## src/hdl/cfq_pkg.sv

```systemverilog
package cfq_pkg;

  localparam int unsigned KEY_W = 32;
  localparam int unsigned QS_W  = 7;
  localparam logic [QS_W-1:0] QS_RESET = 7'd64;
  localparam logic [QS_W-1:0] QS_MIN   = 7'd2;

  localparam logic [1:0] CMD_ENQUEUE = 2'd0;
  localparam logic [1:0] CMD_DEQUEUE = 2'd1;

  typedef enum logic [2:0] {
    ST_ENQUEUED   = 3'd0,
    ST_DROPPED    = 3'd1,
    ST_DEQUEUED   = 3'd2,
    ST_DEQ_EMPTY  = 3'd3,
    ST_SHOWN      = 3'd4,
    ST_SHOW_EMPTY = 3'd5
  } status_t;

  typedef enum logic [1:0] {
    OP_ENQ,
    OP_DEQ,
    OP_SHOW
  } op_kind_t;

  typedef enum logic [1:0] {
    S_IDLE,
    S_DEQ,
    S_SHOW
  } state_t;

  typedef struct packed {
    logic [1:0]              command;
    logic signed [KEY_W-1:0] key_in;
  } req_t;

  typedef struct packed {
    logic signed [KEY_W-1:0] key_out;
    status_t                 status;
    logic                    last;
  } rsp_t;

  typedef struct packed {
    op_kind_t                kind;
    logic signed [KEY_W-1:0] key;
  } op_t;

endpackage

```

## src/hdl/cfq_front.sv

```systemverilog
module cfq_front (
  input  logic          clk,
  input  logic          rst,
  input  logic          req_valid,
  output logic          req_ready,
  input  cfq_pkg::req_t req,
  output logic          op_valid,
  input  logic          op_pop,
  output cfq_pkg::op_t  op
);
  import cfq_pkg::*;

  op_t        ent [2];
  logic       wr_ptr;
  logic       rd_ptr;
  logic [1:0] cnt;
  logic       push;
  logic       pop;
  op_t        dec;

  assign req_ready = (cnt != 2'd2);
  assign op_valid  = (cnt != 2'd0);
  assign op        = ent[rd_ptr];
  assign push      = req_valid && req_ready;
  assign pop       = op_pop && op_valid;

  always_comb begin
    dec.key = req.key_in;
    case (req.command)
      CMD_ENQUEUE: dec.kind = OP_ENQ;
      CMD_DEQUEUE: dec.kind = OP_DEQ;
      default:     dec.kind = OP_SHOW;
    endcase
  end

  always_ff @(posedge clk) begin
    if (push) begin
      ent[wr_ptr] <= dec;
    end
  end

  always_ff @(posedge clk) begin
    if (rst) begin
      wr_ptr <= 1'b0;
      rd_ptr <= 1'b0;
      cnt    <= 2'd0;
    end else begin
      if (push) begin
        wr_ptr <= ~wr_ptr;
      end
      if (pop) begin
        rd_ptr <= ~rd_ptr;
      end
      case ({push, pop})
        2'b10:   cnt <= cnt + 2'd1;
        2'b01:   cnt <= cnt - 2'd1;
        default: cnt <= cnt;
      endcase
    end
  end

endmodule

```

## src/hdl/cfq_back.sv

```systemverilog
module cfq_back #(
  parameter int unsigned DEPTH = 64
) (
  input  logic                     clk,
  input  logic                     rst,
  input  logic                     op_valid,
  output logic                     op_pop,
  input  cfq_pkg::op_t             op,
  input  logic                     cfg_valid,
  input  logic [cfq_pkg::QS_W-1:0] cfg_data,
  output logic                     rsp_valid,
  input  logic                     rsp_ready,
  output cfq_pkg::rsp_t            rsp
);
  import cfq_pkg::*;

  localparam int unsigned PW = $clog2(DEPTH);
  localparam int unsigned NW = PW + 1;
  localparam logic [NW-1:0] N_MAX = NW'(DEPTH);
  localparam logic [NW-1:0] N_MIN = NW'(2);

  function automatic logic [PW-1:0] adv(input logic [PW-1:0] p, input logic [NW-1:0] lim);
    logic [NW-1:0] s;
    s = {1'b0, p} + NW'(1);
    adv = (s >= lim) ? '0 : s[PW-1:0];
  endfunction

  logic signed [KEY_W-1:0] mem [DEPTH];
  logic signed [KEY_W-1:0] rd_data;
  logic [PW-1:0]           rd_addr;

  logic [QS_W-1:0] qs;
  logic [NW-1:0]   n;
  logic [PW-1:0]   head;
  logic [PW-1:0]   tail;
  logic [PW-1:0]   walk;
  logic [PW-1:0]   walk_nx;
  state_t          state;
  state_t          state_next;

  logic empty;
  logic full;
  logic can_load;
  logic ld;
  rsp_t ld_data;
  logic wr_en;
  logic head_adv;
  logic tail_adv;
  logic walk_ld;
  logic walk_adv;

  always_comb begin
    if (qs < QS_MIN) begin
      n = N_MIN;
    end else if (32'(qs) > 32'(DEPTH)) begin
      n = N_MAX;
    end else begin
      n = NW'(qs);
    end
  end

  assign empty    = (head == tail);
  assign full     = (adv(tail, n) == head);
  assign walk_nx  = adv(walk, n);
  assign can_load = !rsp_valid || rsp_ready;

  always_comb begin
    state_next = state;
    case (state)
      S_IDLE: begin
        if (op_valid && !empty) begin
          if (op.kind == OP_DEQ) begin
            state_next = S_DEQ;
          end else if (op.kind == OP_SHOW) begin
            state_next = S_SHOW;
          end
        end
      end
      S_DEQ: begin
        if (can_load) begin
          state_next = S_IDLE;
        end
      end
      S_SHOW: begin
        if (can_load && walk_nx == tail) begin
          state_next = S_IDLE;
        end
      end
      default: state_next = S_IDLE;
    endcase
  end

  always_comb begin
    op_pop   = 1'b0;
    ld       = 1'b0;
    ld_data  = '{key_out: '0, status: ST_ENQUEUED, last: 1'b1};
    wr_en    = 1'b0;
    head_adv = 1'b0;
    tail_adv = 1'b0;
    walk_ld  = 1'b0;
    walk_adv = 1'b0;
    rd_addr  = head;
    case (state)
      S_IDLE: begin
        if (op_valid) begin
          case (op.kind)
            OP_ENQ: begin
              if (can_load) begin
                op_pop = 1'b1;
                ld     = 1'b1;
                if (full) begin
                  ld_data.key_out = op.key;
                  ld_data.status  = ST_DROPPED;
                end else begin
                  wr_en    = 1'b1;
                  tail_adv = 1'b1;
                end
              end
            end
            OP_DEQ: begin
              if (!empty) begin
                op_pop = 1'b1;
              end else if (can_load) begin
                op_pop         = 1'b1;
                ld             = 1'b1;
                ld_data.status = ST_DEQ_EMPTY;
              end
            end
            OP_SHOW: begin
              if (!empty) begin
                op_pop  = 1'b1;
                walk_ld = 1'b1;
              end else if (can_load) begin
                op_pop         = 1'b1;
                ld             = 1'b1;
                ld_data.status = ST_SHOW_EMPTY;
              end
            end
            default: op_pop = 1'b0;
          endcase
        end
      end
      S_DEQ: begin
        if (can_load) begin
          ld              = 1'b1;
          head_adv        = 1'b1;
          ld_data.key_out = rd_data;
          ld_data.status  = ST_DEQUEUED;
        end
      end
      S_SHOW: begin
        rd_addr = walk;
        if (can_load) begin
          ld              = 1'b1;
          walk_adv        = 1'b1;
          rd_addr         = walk_nx;
          ld_data.key_out = rd_data;
          ld_data.status  = ST_SHOWN;
          ld_data.last    = (walk_nx == tail);
        end
      end
      default: ld = 1'b0;
    endcase
  end

  always_ff @(posedge clk) begin
    if (wr_en) begin
      mem[tail] <= op.key;
    end
    rd_data <= mem[rd_addr];
  end

  always_ff @(posedge clk) begin
    if (walk_ld) begin
      walk <= head;
    end else if (walk_adv) begin
      walk <= walk_nx;
    end
    if (ld) begin
      rsp <= ld_data;
    end
  end

  always_ff @(posedge clk) begin
    if (rst) begin
      state     <= S_IDLE;
      qs        <= QS_RESET;
      head      <= '0;
      tail      <= '0;
      rsp_valid <= 1'b0;
    end else begin
      state     <= state_next;
      rsp_valid <= ld || (rsp_valid && !rsp_ready);
      if (cfg_valid) begin
        qs   <= cfg_data;
        head <= '0;
        tail <= '0;
      end else begin
        if (head_adv) begin
          head <= adv(head, n);
        end
        if (tail_adv) begin
          tail <= adv(tail, n);
        end
      end
    end
  end

  a_ptr_in_ring: assert property (@(posedge clk) disable iff (rst)
    ({1'b0, head} < n) && ({1'b0, tail} < n))
    else $error("queue pointer outside ring");

  a_no_write_full: assert property (@(posedge clk) disable iff (rst)
    wr_en |-> !full)
    else $error("enqueue write into full ring");

  a_deq_hold: assert property (@(posedge clk) disable iff (rst)
    (state == S_DEQ && !can_load && !cfg_valid) |=> (state == S_DEQ) && $stable(head))
    else $error("dequeue lost while output stalled");

  a_show_ends_last: assert property (@(posedge clk) disable iff (rst)
    (state == S_SHOW && state_next == S_IDLE) |-> (ld && ld_data.last))
    else $error("show walk ended without last result");

endmodule

```

## src/hdl/circular_fifo_queue.sv

```systemverilog
// Circular FIFO of signed 32-bit keys.
// req channel: command (enqueue, dequeue, show) plus key_in, valid/ready.
// rsp channel: key_out, status, last, valid/ready; last marks the final
// result of one request. cfg channel: writes the ring size (2..DEPTH slots,
// values outside are clamped) and empties the queue; write only when idle.
// Requests enter a two-entry command queue; the back end executes them
// against a ring memory (one write port, one read port) with registered
// read data. Results are held in the output register; a dequeue with a
// key or a show of a non-empty queue first reads the ring memory.
// Steps: enqueue and empty-queue commands finish in S_IDLE; a dequeue
// reads memory in S_IDLE, then outputs in S_DEQ; show reads the first key
// in S_IDLE, then one key per cycle in S_SHOW while the receiver is ready.
// Reset: queue empty, ring size 64 slots; stored keys are not cleared.
// Receiver stall: the result is held in the output register, the back end
// waits, and the command queue keeps taking up to two requests.
module circular_fifo_queue #(
  parameter int unsigned DEPTH = 64
) (
  input  logic                     clk,
  input  logic                     rst,
  input  logic                     req_valid,
  output logic                     req_ready,
  input  cfq_pkg::req_t            req,
  output logic                     rsp_valid,
  input  logic                     rsp_ready,
  output cfq_pkg::rsp_t            rsp,
  input  logic                     cfg_valid,
  output logic                     cfg_ready,
  input  logic [cfq_pkg::QS_W-1:0] cfg_data
);
  import cfq_pkg::*;

  logic op_valid;
  logic op_pop;
  op_t  op;

  assign cfg_ready = 1'b1;

  cfq_front u_front (
    .clk       (clk),
    .rst       (rst),
    .req_valid (req_valid),
    .req_ready (req_ready),
    .req       (req),
    .op_valid  (op_valid),
    .op_pop    (op_pop),
    .op        (op)
  );

  cfq_back #(
    .DEPTH (DEPTH)
  ) u_back (
    .clk       (clk),
    .rst       (rst),
    .op_valid  (op_valid),
    .op_pop    (op_pop),
    .op        (op),
    .cfg_valid (cfg_valid && cfg_ready),
    .cfg_data  (cfg_data),
    .rsp_valid (rsp_valid),
    .rsp_ready (rsp_ready),
    .rsp       (rsp)
  );

endmodule

```

## config.mk

```make
export PLATFORM = sky130hd
export DESIGN_NAME = circular_fifo_queue
export DESIGN_NICKNAME = d
export VERILOG_FILES = /design/src/hdl/cfq_pkg.sv /design/src/hdl/cfq_front.sv /design/src/hdl/cfq_back.sv /design/src/hdl/circular_fifo_queue.sv
export SDC_FILE = /design/constraint.sdc
export NUM_CORES = 2
export LEC_CHECK = 0
export BUFFER_PORTS_ARGS = -buffer_cell sky130_fd_sc_hd__buf_2
export CORE_AREA = 2 2 479 386
export DETAILED_ROUTE_END_ITERATION = 8
export DIE_AREA = 0 0 481 388
export PLACE_DENSITY = 0.73
export SLEW_MARGIN = 20
export SYNTH_ARGS = -nofsm -noshare
export SYNTH_HDL_FRONTEND = slang
export SYNTH_SLANG_ARGS = --single-unit
```

## constraint.sdc

```tcl
create_clock -name clk -period 5.2 [get_ports clk]
set_clock_uncertainty 0.1 [all_clocks]
set_input_delay 1.04 -clock clk [delete_from_list [all_inputs] [get_ports clk]]
set_output_delay 1.04 -clock clk [all_outputs]
set_load 0.03 [all_outputs]
```

=== Yosys cells after proc, flatten, opt, wreduce, memory -nomap -nowiden ===
Memories as Yosys holds them, arrays and structs flattened. A register that Yosys moved wholly into a read port is not among the register bits.
Cells that the tools add are included.

* Memory bits (writable): 2116
* Logic and storage cells: 117
* Bits in registers: 68
* Input port bits: 46
* Output and inout port bits: 39
* Memories: 2

* Reduce and logical (&&, ||, !) cells: 21
* Multiplexer cells: 55
* Bitwise logic cells: 2
* Order comparisons: 5
* Add/sub/neg operators: 5
* Equal/unequal tests: 15

{| class="wikitable"
|+ Memory list
! name !! depth !! bits a word !! read ports !! clocked after memory_dff !! wr ports !! RTL line !! source
|-
| u_back.mem || 64 || 32 || 1 || 1 || 1 || cfq_back.sv:28 || <nowiki>logic signed [KEY_W-1:0] mem [DEPTH];</nowiki>
|-
| u_front.ent || 2 || 34 || 1 || 1 || 1 || cfq_front.sv:13 || <nowiki>op_t ent [2];</nowiki>
|}

{| class="wikitable"
|+ Operator list
! kind !! number
|-
| 2-to-1 mux 35 bit || 4
|-
| case mux 35 bit (3 select lines) || 1
|-
| 2-to-1 mux 6 bit || 7
|-
| 2-to-1 mux 36 bit || 1
|-
| 2-to-1 mux 32 bit || 1
|-
| 2-to-1 mux 1 bit || 23
|-
| adder 6 x 1 -> 7 bit (second input constant) || 3
|-
| >= comparator 7 bit || 3
|-
| equality test 6 bit || 3
|-
| 2-to-1 mux 2 bit || 7
|-
| 2-to-1 mux 7 bit || 2
|-
| case mux 3 bit (3 select lines) || 1
|-
| equality test 2 x 1 -> 1 bit (second input constant) || 4
|-
| case mux 2 bit (2 select lines) || 2
|-
| > comparator 7 bit (second input constant) || 1
|-
| < comparator 7 x 2 -> 1 bit (second input constant) || 1
|-
| equality test 2 bit (second input constant) || 3
|-
| logical NOT 2 bit || 3
|-
| 2-to-1 mux 3 bit || 2
|-
| inequality test 2 x 1 -> 1 bit (second input constant) || 3
|-
| case mux 1 bit (2 select lines) || 3
|-
| case mux 2 bit (3 select lines) || 1
|-
| nonzero test 2 bit || 3
|-
| OR reduction 2 bit || 3
|-
| 10 further kinds || 18
|}

=== Depth between registers and ports, before layout ===
* Word-level depth: 13
* Mapped depth: 21
* Gate-level depth less buffers: 16

=== Modules after synthesis ===
Synthesis repeated with hierarchy kept, for this count alone.

* Cell total of the unflattened synthesis: 4567
* Area, all modules: 85278.0 um^2

{| class="wikitable"
|+ Modules (own cells, without submodules)
! module !! sequential area each (um^2) !! area each (um^2) !! times used !! cells an instance
|-
| cfq_back || 63841.2 || 82589.2 || 1 || 4433
|-
| cfq_front || 2142.1 || 2677.6 || 1 || 132
|-
| circular_fifo_queue || 0.0 || 11.3 || 1 || 2
|}

=== Least setup slack after synthesis ===
Ideal clock, no wire load.

* Path type: register to register
* Start point: register u_back.qs[2]
* End point: memory u_back.mem[24][0], enable pin
* Clock period less this slack: 4.966 ns
* Cell stages (with the launch flop): 15
* Arrival: 4.444 ns
* Buffers on the path: 0
* Required time: 4.679 ns
* Slack: 0.234 ns
* Library setup time: 0.421 ns
* Path through: dfxtp_1 -> or4_1 -> nor2_1 -> o21ai_0 -> ha_1 -> a21o_1 -> a21oi_1 -> o21ai_1 -> o211ai_1 -> a41o_1 -> a311oi_2 -> o21bai_1 -> nor2_2 -> nand3_1 -> nor2_1

* Cells in the longest elaborated chain, start to end: 13
* Elaborated cells between the ends (all ways): 14
* Classes of those cells: 3 x order compare; 1 x eq/ne; 10 x mux

{| class="wikitable"
|+ Ends and longest elaborated chain
! item !! RTL line !! source
|-
| from (decl) || cfq_back.sv:32 || <nowiki>logic [QS_W-1:0] qs;</nowiki>
|-
| from (signal assigned) || cfq_back.sv:195 || <nowiki>qs <= cfg_data;</nowiki>
|-
| > comparator 7 bit || cfq_back.sv:55 || <nowiki>end else if (32'(qs) > 32'(DEPTH)) begin</nowiki>
|-
| 2-to-1 mux 7 bit || cfq_back.sv:55 ||
|-
| 2-to-1 mux 7 bit (*) || cfq_back.sv:53 || <nowiki>if (qs < QS_MIN) begin</nowiki>
|-
| >= comparator 7 bit (*) || cfq_back.sv:25 || <nowiki>adv = (s >= lim) ? '0 : s[PW-1:0];</nowiki>
|-
| 2-to-1 mux 6 bit (*) || cfq_back.sv:25 ||
|-
| equality test 6 bit (*) || cfq_back.sv:63 || <nowiki>assign full = (adv(tail, n) == head);</nowiki>
|-
| 2-to-1 mux 1 bit (*) || cfq_back.sv:111 || <nowiki>if (full) begin</nowiki>
|-
| 2-to-1 mux 1 bit (*) || cfq_back.sv:108 || <nowiki>if (can_load) begin</nowiki>
|-
| 2-to-1 mux 1 bit (*) || cfq_back.sv:106 || <nowiki>case (op.kind)</nowiki>
|-
| 2-to-1 mux 1 bit (*) || cfq_back.sv:105 || <nowiki>if (op_valid) begin</nowiki>
|-
| 2-to-1 mux 1 bit (*) || cfq_back.sv:103 || <nowiki>case (state)</nowiki>
|-
| 2-to-1 mux 1 bit (*) || cfq_back.sv:167 || <nowiki>if (wr_en) begin</nowiki>
|-
| 2-to-1 mux 1 bit (implied by the code) (*) || cfq_back.sv:168 || <nowiki>mem[tail] <= op.key;</nowiki>
|-
| to (decl) || cfq_back.sv:28 ||
|}

Mark *: on every way between the ends. The rest lies on a longest branch, timed or not.

=== Worst setup path after layout ===
* Start point: register u_back.qs[2]
* End point: register u_back.rd_data[6], read port of u_back.mem

* Cells in the longest elaborated chain, start to end: 7
* Elaborated cells between the ends (all ways): 8
* Classes of those cells: 3 x order compare; 5 x mux

{| class="wikitable"
|+ Ends and longest elaborated chain
! item !! RTL line !! source
|-
| > comparator 7 bit || cfq_back.sv:55 ||
|-
| 2-to-1 mux 7 bit || cfq_back.sv:55 ||
|-
| 2-to-1 mux 7 bit (*) || cfq_back.sv:53 ||
|-
| >= comparator 7 bit (*) || cfq_back.sv:25 ||
|-
| 2-to-1 mux 6 bit (*) || cfq_back.sv:25 ||
|-
| 2-to-1 mux 6 bit (*) || cfq_back.sv:153 || <nowiki>if (can_load) begin</nowiki>
|-
| 2-to-1 mux 6 bit (*) || cfq_back.sv:103 ||
|-
| to (decl) || cfq_back.sv:29 || <nowiki>logic signed [KEY_W-1:0] rd_data;</nowiki>
|}

Marked as above.
A chain may end at the register's enable or synchronous reset.

==> results.md <==
* Number of library cell types mapped by synthesis at 73
* Register bit total from synthesis at 2217
* Synth Area in XOR/XNOR at 0.281%
* TNS Setup at 0 ns
* Async S/R FF share, synth at 0%
* Non-filler cells, final at 8478
* Final core occ at 54.9%
* # fillers at 13700
* Crit. End Element: flop
* Final Critical Period at 5.08 ns
* I/O pin total at 85
* Critical R2R Launch: u_back.qs[2]
* Main combinational cell family by area after synthesis: simple AND/OR/NAND/NOR gates
* Power Dens Cells at 394 nW/um2
* CP Launch Type: flop
* Class of the worst hold path: in2reg
* Largest net degree at the start of global routing at 125
* Post-synthesis compound-gate area fraction at 4.84%
* Clock buffer depth at 3
* Critical-path maximum fanout at 37
* Via count at 53300
* Place WS at -0.00131 ns
* Gr usage total at 26.0%
* Initial antenna violation count at 13
* CTS hold repair buffers at 0
* WL/cell at 29.2 um
* Least-Margin Pin Slew at 1.11 ns
* GRT Residual Overflow at 0
* Clock-pin slew on the worst setup and hold paths at 0.07 ns
* Synth Warn # at 0
* M1 GR Usage at 38.1%
* Port buffer count at 83
* Placed cell areas at 93100 um2
* Final setup viols at 0
* TritonCTS Sinks at 2217
* Mux share of post-synthesis cell area at 5.93%
* Final nets at 5979
* Peak VDD IR at 253 uV
* Synth top area cells: edfxtp_1 75%, nand2_1 5.0%, mux4_2 5.0%, nand3_1 2.6%, dfxtp_1 1.4%
* Post-Synth Simple-Gate Area at 10.4%
* Commonest non-fill, non-tap cells in the layout: 2158 x edfxtp_1, 1157 x nand2_1, 441 x nand3_1, 282 x buf_4, 197 x clkbuf_16
* Worst endpoint required time at 5.78 ns
* CP peak stage delay at 0.65 ns
* Die Wd at 481 um
* Post-synthesis area per instance at 15.5 um2
* Starting Density at 47.8%
* Setup CP Type: reg2reg
* Syn Inst Count at 5604
* CTS tree: built
* Routed Wire Length at 247000 um
* Most common cell after layout, fill and taps aside: edfxtp_1
* Placed insts at 8101
* DRT Pass-1 Iters at 8
* Status: complete, no violations
* CTS Buf Count at 192
* Number of cell rows at 140
* Lkg Pwr at 32.7 nW
* HPWL Detailed at 144000 um
* Met3 Resource Use GR at 8.19%
* GRT busiest layer: met1
* Slowest-stage cell, CP: a311oi_1
* 1st-iter DRT viols at 9795
* Mapped cell area at 86800 um2
* Critical path, cell by cell: or4_1, nor2_1, o21ai_0, ha_1, a21o_1, a31oi_1, o2111ai_1, a31oi_2, o22a_4, buf_12, buf_4, buf_4, and3_1, a311oi_1, a311oi_1, o32ai_1
* CORE AREA at 181000 um2
* Clock Latency Late Sink at 0.84 ns
* Synthesized Nets at 5680
* Max transition margin at 26.2%
* Worst hold start: req[1]
* DIE AREA at 187000 um2
* Placer congestion estimate at 0.913
* Clk root buf: clkbuf_16
* Max Fclk at 0.197 GHz
* Drc violations at 0
* Hold Fails Final Rpt at 0
* Via density per instance at 6.28
* Die span in y at 388 um
* Area Overhead vs Synth at 14.7%
* Wire length of the first global-routing pass at 353000 um
* Final Max Slew Viols at 0
* Vias in the first global route at 50400
* CTS H-tree lvls at 4
* Final period util at 97.6%
* Routed Antenna Nets at 0
* Worst setup path startpoint: u_back.qs[2]
* Final WS setup at 0.125 ns
* Post-synthesis sequential area ratio at 76.0%
* Post-route design area at 99600 um2
* N_diodes at 0
* Post-synth EDFFs at 2158
* Ys flop type: edfxtp_1
* Share of layout cells above drive strength 1 at 18.3%
* Top cell type's share of synthesized area at 74.6%
* Crit path DAT at 5.66 ns
* Adder-cell share of the synthesized area at 0.444%
* Leading area contributor after synthesis: edfxtp_1
* M2 GR Usage at 36.5%
* Max Cap Violations at 0
-- registers in the layout, summed over array words and instances (netlist names), 6 cells and up, named ones only --
name and count:
u_back.rsp 36, u_back.mem 2048, u_back.tail 6, u_back.qs 7, u_back.walk 6, u_back.rd_data 32, u_back.head 6, u_front.ent 68
-- worst max-delay path: cells and delay by family, from the launching register on --
| family | cells | cell delay, ns |
|---|---|---|
| AO/OA/AOI/OAI | 9 | 2.39 |
| adder cells (fa/ha/maj) | 1 | 0.25 |
| buffers and inverters | 3 | 0.95 |
| flip-flops | 1 | 0.32 |
| AND/OR/NAND/NOR | 3 | 0.85 |
-- layer usage --
| layer | up-vias | routed length [um] | share of wire [%] |
|---|---|---|---|
| met3 | 463 | 39000 | 16 |
| met5 | - | 20 | 0.0081 |
| met4 | 2 | 8870 | 3.6 |
| met1 | 26600 | 93600 | 38 |
| li1 | 22200 | - | - |
| met2 | 4051 | 106000 | 43 |
-- metrics by stage --
step           total power, W  hold WS [ns]
2_1_floorplan          0.0234         0.352
3_3_place_gp           0.0253         0.397
3_5_place_dp           0.0255         0.412
4_1_cts                0.0392         0.239
5_1_grt                0.0402         0.267
6_report               0.0393         0.289
-- power by group --
part	switching (W)	total [W]	internal (W)
combinational	0.00320	0.00401	0.000802
sequential	0.000168	0.0213	0.0211
clock	0.00636	0.0140	0.00764
total	0.00974	0.0393	0.0296
-- path summary, 6_finish.rpt --
check / end / slack, ns / cells after the start
setup / recovery: u_back.rd_data[6] / 0.12 / 16
hold / removal: u_front.ent[0][1] / 0.29 / 1
hold reg to reg: u_back.qs[0] / 0.43 / 2
setup reg to reg: u_back.rd_data[6] / 0.12 / 16
-- synthesized netlist by cell type, types with 65 or more instances --
master and instances:
nor3_1 72, mux4_2 193, and3_1 73, a311oi_1 131
a21oi_1 94, nor2_1 238, nand4_1 65, nand2_1 1158
a31oi_1 98, edfxtp_1 2158, clkbuf_1 188, buf_2 111
a22oi_1 99, nand3_1 443
-- logic make-up (layout without fill, tap and decap cells) --
logic type,Yosys count,in the layout
adders and majority gates,31,31
muxes,265,265
DFF,2217,2217
xor gates and xnor gates,27,27
other,1,1
and+or+nand+nor,2103,2106
buffers and inverters,384,841
AOI/OAI and AO/OA,576,576
-- layout make-up --
class | count | area, um2 | share of cell area, %
clock inverters | 81 | 686 | 0.688
flip-flops and latches | 2217 | 66000 | 66.2
repair buffers | 471 | 4680 | 4.69
well taps | 2414 | 3020 | 3.03
inverters | 15 | 56.3 | 0.0565
clock buffers | 274 | 5370 | 5.39
multi-input cells | 3006 | 19800 | 19.9
-- repair_timing --
action	4_1_cts	5_1_grt
pin swaps	0	8
setup buffers	0	13
resized for setup	1	23
endpoints found under the setup margin	2	241
gates cloned	0	3
Note: power is estimated with default switching activity, not from simulation.
